$ cat src/rtl/core/allocation_leak_tracker_macros.svh
// Assertion macros shared by the tracker RTL.
`ifndef ALLOCATION_LEAK_TRACKER_MACROS_SVH
`define ALLOCATION_LEAK_TRACKER_MACROS_SVH
// Implication checked on every rising clock edge outside reset.
`define ALT_ASSERT_IMP(label, clk, rst_n, ante, cons, msg) \
  label: assert property (@(posedge clk) disable iff (!rst_n) (ante) |-> (cons)) \
    else $error(msg);
// Next-cycle implication checked outside reset.
`define ALT_ASSERT_NEXT(label, clk, rst_n, ante, cons, msg) \
  label: assert property (@(posedge clk) disable iff (!rst_n) (ante) |=> (cons)) \
    else $error(msg);
`endif

$ cat src/rtl/core/alt_ram.sv
// Generic single-port synchronous RAM with registered read.
`timescale 1ns / 1ps
module alt_ram #(
  parameter int WIDTH = 8,
  parameter int DEPTH = 16
) (
  input  logic                     clk,
  input  logic                     we,
  input  logic [$clog2(DEPTH)-1:0] addr,
  input  logic [WIDTH-1:0]         wdata,
  output logic [WIDTH-1:0]         rdata
);
  logic [WIDTH-1:0] mem [DEPTH];
  always_ff @(posedge clk) begin
    if (we) mem[addr] <= wdata;
    rdata <= mem[addr];
  end
endmodule

$ cat config.mk
export PLATFORM = sky130hd
export DESIGN_NAME = alt_ram
export DESIGN_NICKNAME = d
export VERILOG_FILES = /design/src/rtl/core/allocation_leak_tracker_macros.svh /design/src/rtl/core/alt_ram.sv
export SDC_FILE = /design/constraint.sdc
export NUM_CORES = 1
export LEC_CHECK = 0
export ABC_AREA = 1
export BUFFER_PORTS_ARGS = -buffer_cell sky130_fd_sc_hd__buf_2
export CAP_MARGIN = 10
export CORE_MARGIN = 3
export CORE_UTILIZATION = 60
export DETAILED_ROUTE_END_ITERATION = 8
export PLACE_DENSITY_LB_ADDON = 0.15
export SETUP_SLACK_MARGIN = 0.2
export SLEW_MARGIN = 10
export SYNTH_ARGS = -nofsm -noshare
export SYNTH_HDL_FRONTEND = slang
export SYNTH_SLANG_ARGS = --single-unit
export TNS_END_PERCENT = 10
$ cat constraint.sdc
create_clock -name clk -period 4.2 [get_ports clk]
set_input_delay 0.42 -clock clk [delete_from_list [all_inputs] [get_ports clk]]
set_output_delay 0.42 -clock clk [all_outputs]
set_load 0.1 [all_outputs]
Word level (Yosys, flattened, before mapping) --
Memories as Yosys holds them, arrays and structs flattened. A register that Yosys moved wholly into a read port is not among the register bits. Index checks and enable logic that the tools add are counted.
Operators by class: mux-type cells 2
Operators by type and width (count):
- 2-to-1 mux 1 bit | 2
Storage, ports and cells: register bits 0, RAM bits 128, bits of input ports 14, output and inout bits 8, logic and storage cells 3, memories kept 1
Memory list:
- mem | depth 16, width 8, read ports 1, clocked after memory_dff 1, wr ports 1, line alt_ram.sv:13 | logic [WIDTH-1:0] mem [DEPTH];

Logic depth before layout (Yosys ltp) --
word-level depth 2, mapped depth 11, depth with buffers taken out 9

Worst setup path before layout --
OpenSTA, ideal clock, no wires.
path kind input-to-reg, start input addr[1], end memory mem[3][0] (enable), arrival time 1.427 ns, path slack 2.403 ns, cell stages on the path 4, buffers on the path 2, cells stage by stage buf_2 > clkbuf_1 > nand3_1 > nor2_1
RTL lines:
- from (decl) | line alt_ram.sv:9 | input logic [$clog2(DEPTH)-1:0] addr,
- to (decl) | line alt_ram.sv:13
Straight into the memory's write port.

Worst setup path in the final report --
start input addr[1], end memory mem[5][0] (enable)
Straight into the memory's write port.

==> summary.md <==
| Metric | Value |
|---|---|
| Worst r2r dst | `rdata[4]$_DFF_P_` |
| Post-DR vias/cell | `~5.4` |
| Most Crowded Layer GR | `met2` |
| Setup Skew | `7.10 ps` |
| Fmax | `~430 MHz` |
| Global placer's final weighted congestion | `0.866` |
| CP max stage delay | `between 800 and 900 ps` |
| Largest net degree at the start of global routing | `42` |
| Commonest cells after routing, fill and taps aside | `nand2_1 (346), edfxtp_1 (128), inv_1 (21), buf_2 (21), nor2_1 (18)` |
| Final Non-Filler Cells | `690` |
| WHS | `331 ps` |
| Crit-path slowest cell | `clkinv_1` |
| Vias in the first global route | `3707` |
| Number of routed nets with antenna violations | `0` |
| Required time worst endpoint | `4430 ps` |
| Leak pwr | `2.76 nW` |
| Met2 Use GR | `roughly two fifths` |
| First-pass GRT wire length | `19.0 mm` |
| Status | `completed` |
| Core ar. | `8890 µm²` |
| Setup crit start | `addr[1]` |
| Final Core Density | `72.0%` |
| H-tree Lvls | `4` |
| Vias | `between 3000 and 4000` |
| Met3 Usage GRT | `5.14%` |
| Setup TNS | `0 ps` |
| Synthesized area | `5590 µm²` |
| CTS tree | `built` |
| Sequential element share of the synthesized area | `71.6%` |
| R2r worst-path depth | `8` |
| Layout cell share with drive strength beyond 1 | `under 10%` |
| Final net count | `583` |
| Wire per inst | `between 15 and 20 µm` |
| Slew Limit Fails | `0` |
| Synth Register Bits | `136` |
| FF-to-FF Start | `mem[4][4]$_DFFE_PP_` |
| Area of the multi-input gates | `1390 µm²` |
| Minimum clock period | `2340 ps` |
| Violation count after the first detailed-route iteration | `279` |
| Setup-failing EPs final | `0` |
| Fin. Hold Viols | `0` |
| Drt total wl | `about 12 mm` |
| WP data arrival | `2570 ps` |
| Most common cell after layout, fill and taps aside | `nand2_1` |
| Ys Warns | `0` |
| CTS root buf | `clkbuf_8` |
| All-layer global routing usage | `about a quarter` |
| Worst min-delay path startpoint | `wdata[2]` |
| Average size of a mapped cell | `10.2 µm²` |
| Max-Cap Viols | `0` |
| Count of hold-fix buffers inserted at cts | `0` |
| M1 GR Usage | `34.8%` |
| Mapped Nets | `roughly 560` |
| Drt first pass iters | `5` |
| Fillers | `~610` |
| Top Ports | `22` |
| Reg2Reg Setup Slack | `3120 ps` |
| Die Wd | `roughly 100 µm` |
| P&R area growth vs syn | `14.5%` |
| Hold-critical path depth | `1` |
| # diodes | `0` |
| Worst-path cell chain | `buf_2 > clkinv_1 > nand3_1 > nor2_1` |
| Worst-path clk slew | `~60 ps` |
| Storage element area | `4000 µm²` |
| Total die area | `around 11000 µm²` |
| Initial Util | `62.9%` |
| Placed cell count | `658` |
| RSZ-0062 raised after global routing | `false` |
| Post-CTS Setup Repair Bufs | `0` |
| Synth unique cells | `11` |
| Clk_lat worst skew | `530 ps` |
| Worst-Margin Slew | `878 ps` |
| Kind of critical path | `input port to register` |
| Clk sinks | `136` |
| Die height | `103 µm` |
| Crit end category | `register` |
| Number of CTS-inserted buffers | `17` |
| Total congestion overflow | `0` |
| Slew headroom | `41.1%` |
| Worst-case clock buffer depth | `2` |
| Detail Placement HPWL | `7.23 mm` |
| Gate Count Post-Synth | `548` |
| DRC Markers | `0` |
| Peak supply drop | `0.325 mV` |
| FP Rows | `34` |
| Power per cell area | `540 nW/µm²` |
| Antenna violations before repair | `0` |
| PortBufs | `21` |
| Hold WC Path Type | `input port to register` |
| Hold Path Sink | `mem[6][2]$_DFFE_PP_` |
| Post-cts sizing count | `0` |
| Critical Path Start Type | `input port` |
| Crit share post-route | `55.7%` |
| Worst Path Max Fanout | `35` |
synthesized netlist by cell type, drive strengths merged:
cell,count,share of area (%)
nand3,4,0.36
dfxtp,8,2.9
clkbuf,3,0.20
clkinv,1,0.067
nor2,18,1.2
edfxtp,128,69
buf,18,1.9
nand2,346,23
inv,22,1.5
per-stage QoR:
stage | setup slack (ps) | power [mW] | area, µm²
floorplan | 2400 | 1.72 | 5590
global placement | 1480 | 1.79 | 5730
detailed placement | 1390 | 1.79 | 5730
CTS | 1910 | 3.46 | 6400
global route | 1640 | 3.55 | 6400
finish | 1860 | 3.46 | 6400
final cells by class:
cell class | instances | share of cell area [%]
Clock inverter | 13 | 3.93
Tap cell | 108 | 2.11
Timing Repair Buffer | 23 | 1.88
Inverter | 23 | 1.35
Sequential cell | 136 | 62.5
Clock buffer | 19 | 6.58
Multi-Input combinational cell | 368 | 21.6
kinds of logic after synthesis:
| family | synth area share [%] |
|---|---|
| buffers and inverters | 3.62 |
| DFF | 71.6 |
| and+or+nand+nor | 24.8 |
worst max-delay path: cells and delay by family:
kind / cells / cell delay [ps]
AND/OR/NAND/NOR: 2 / 770
buffers and inverters: 2 / 1370
per-layer routing:
metal	up-vias	part of all wire [%]
li1	1795	-
met1	1724	43
met2	149	48
met3	34	6.3
met4	0	2.6
met5	-	0
registers in the layout, summed over array words and instances (netlist names):
name   cells
mem      128
rdata      8
report_power, final:
part	internal, mW	switching (mW)
Combinational	0.0453	0.195
Sequential	1.52	0.00789
Clock	1.14	0.548
how the worst max path moves through the flow:
stage	end	slack, ps	cells after the start
floorplan	mem[3][0]$_DFFE_PP_	2400	4
global placement	mem[8][5]$_DFFE_PP_	1480	5
detailed placement	mem[8][1]$_DFFE_PP_	1390	5
CTS	mem[8][2]$_DFFE_PP_	1910	5
global route	mem[8][5]$_DFFE_PP_	1640	4
finish	mem[5][0]$_DFFE_PP_	1860	4
No activity file was read; power rests on OpenSTA's default activity.
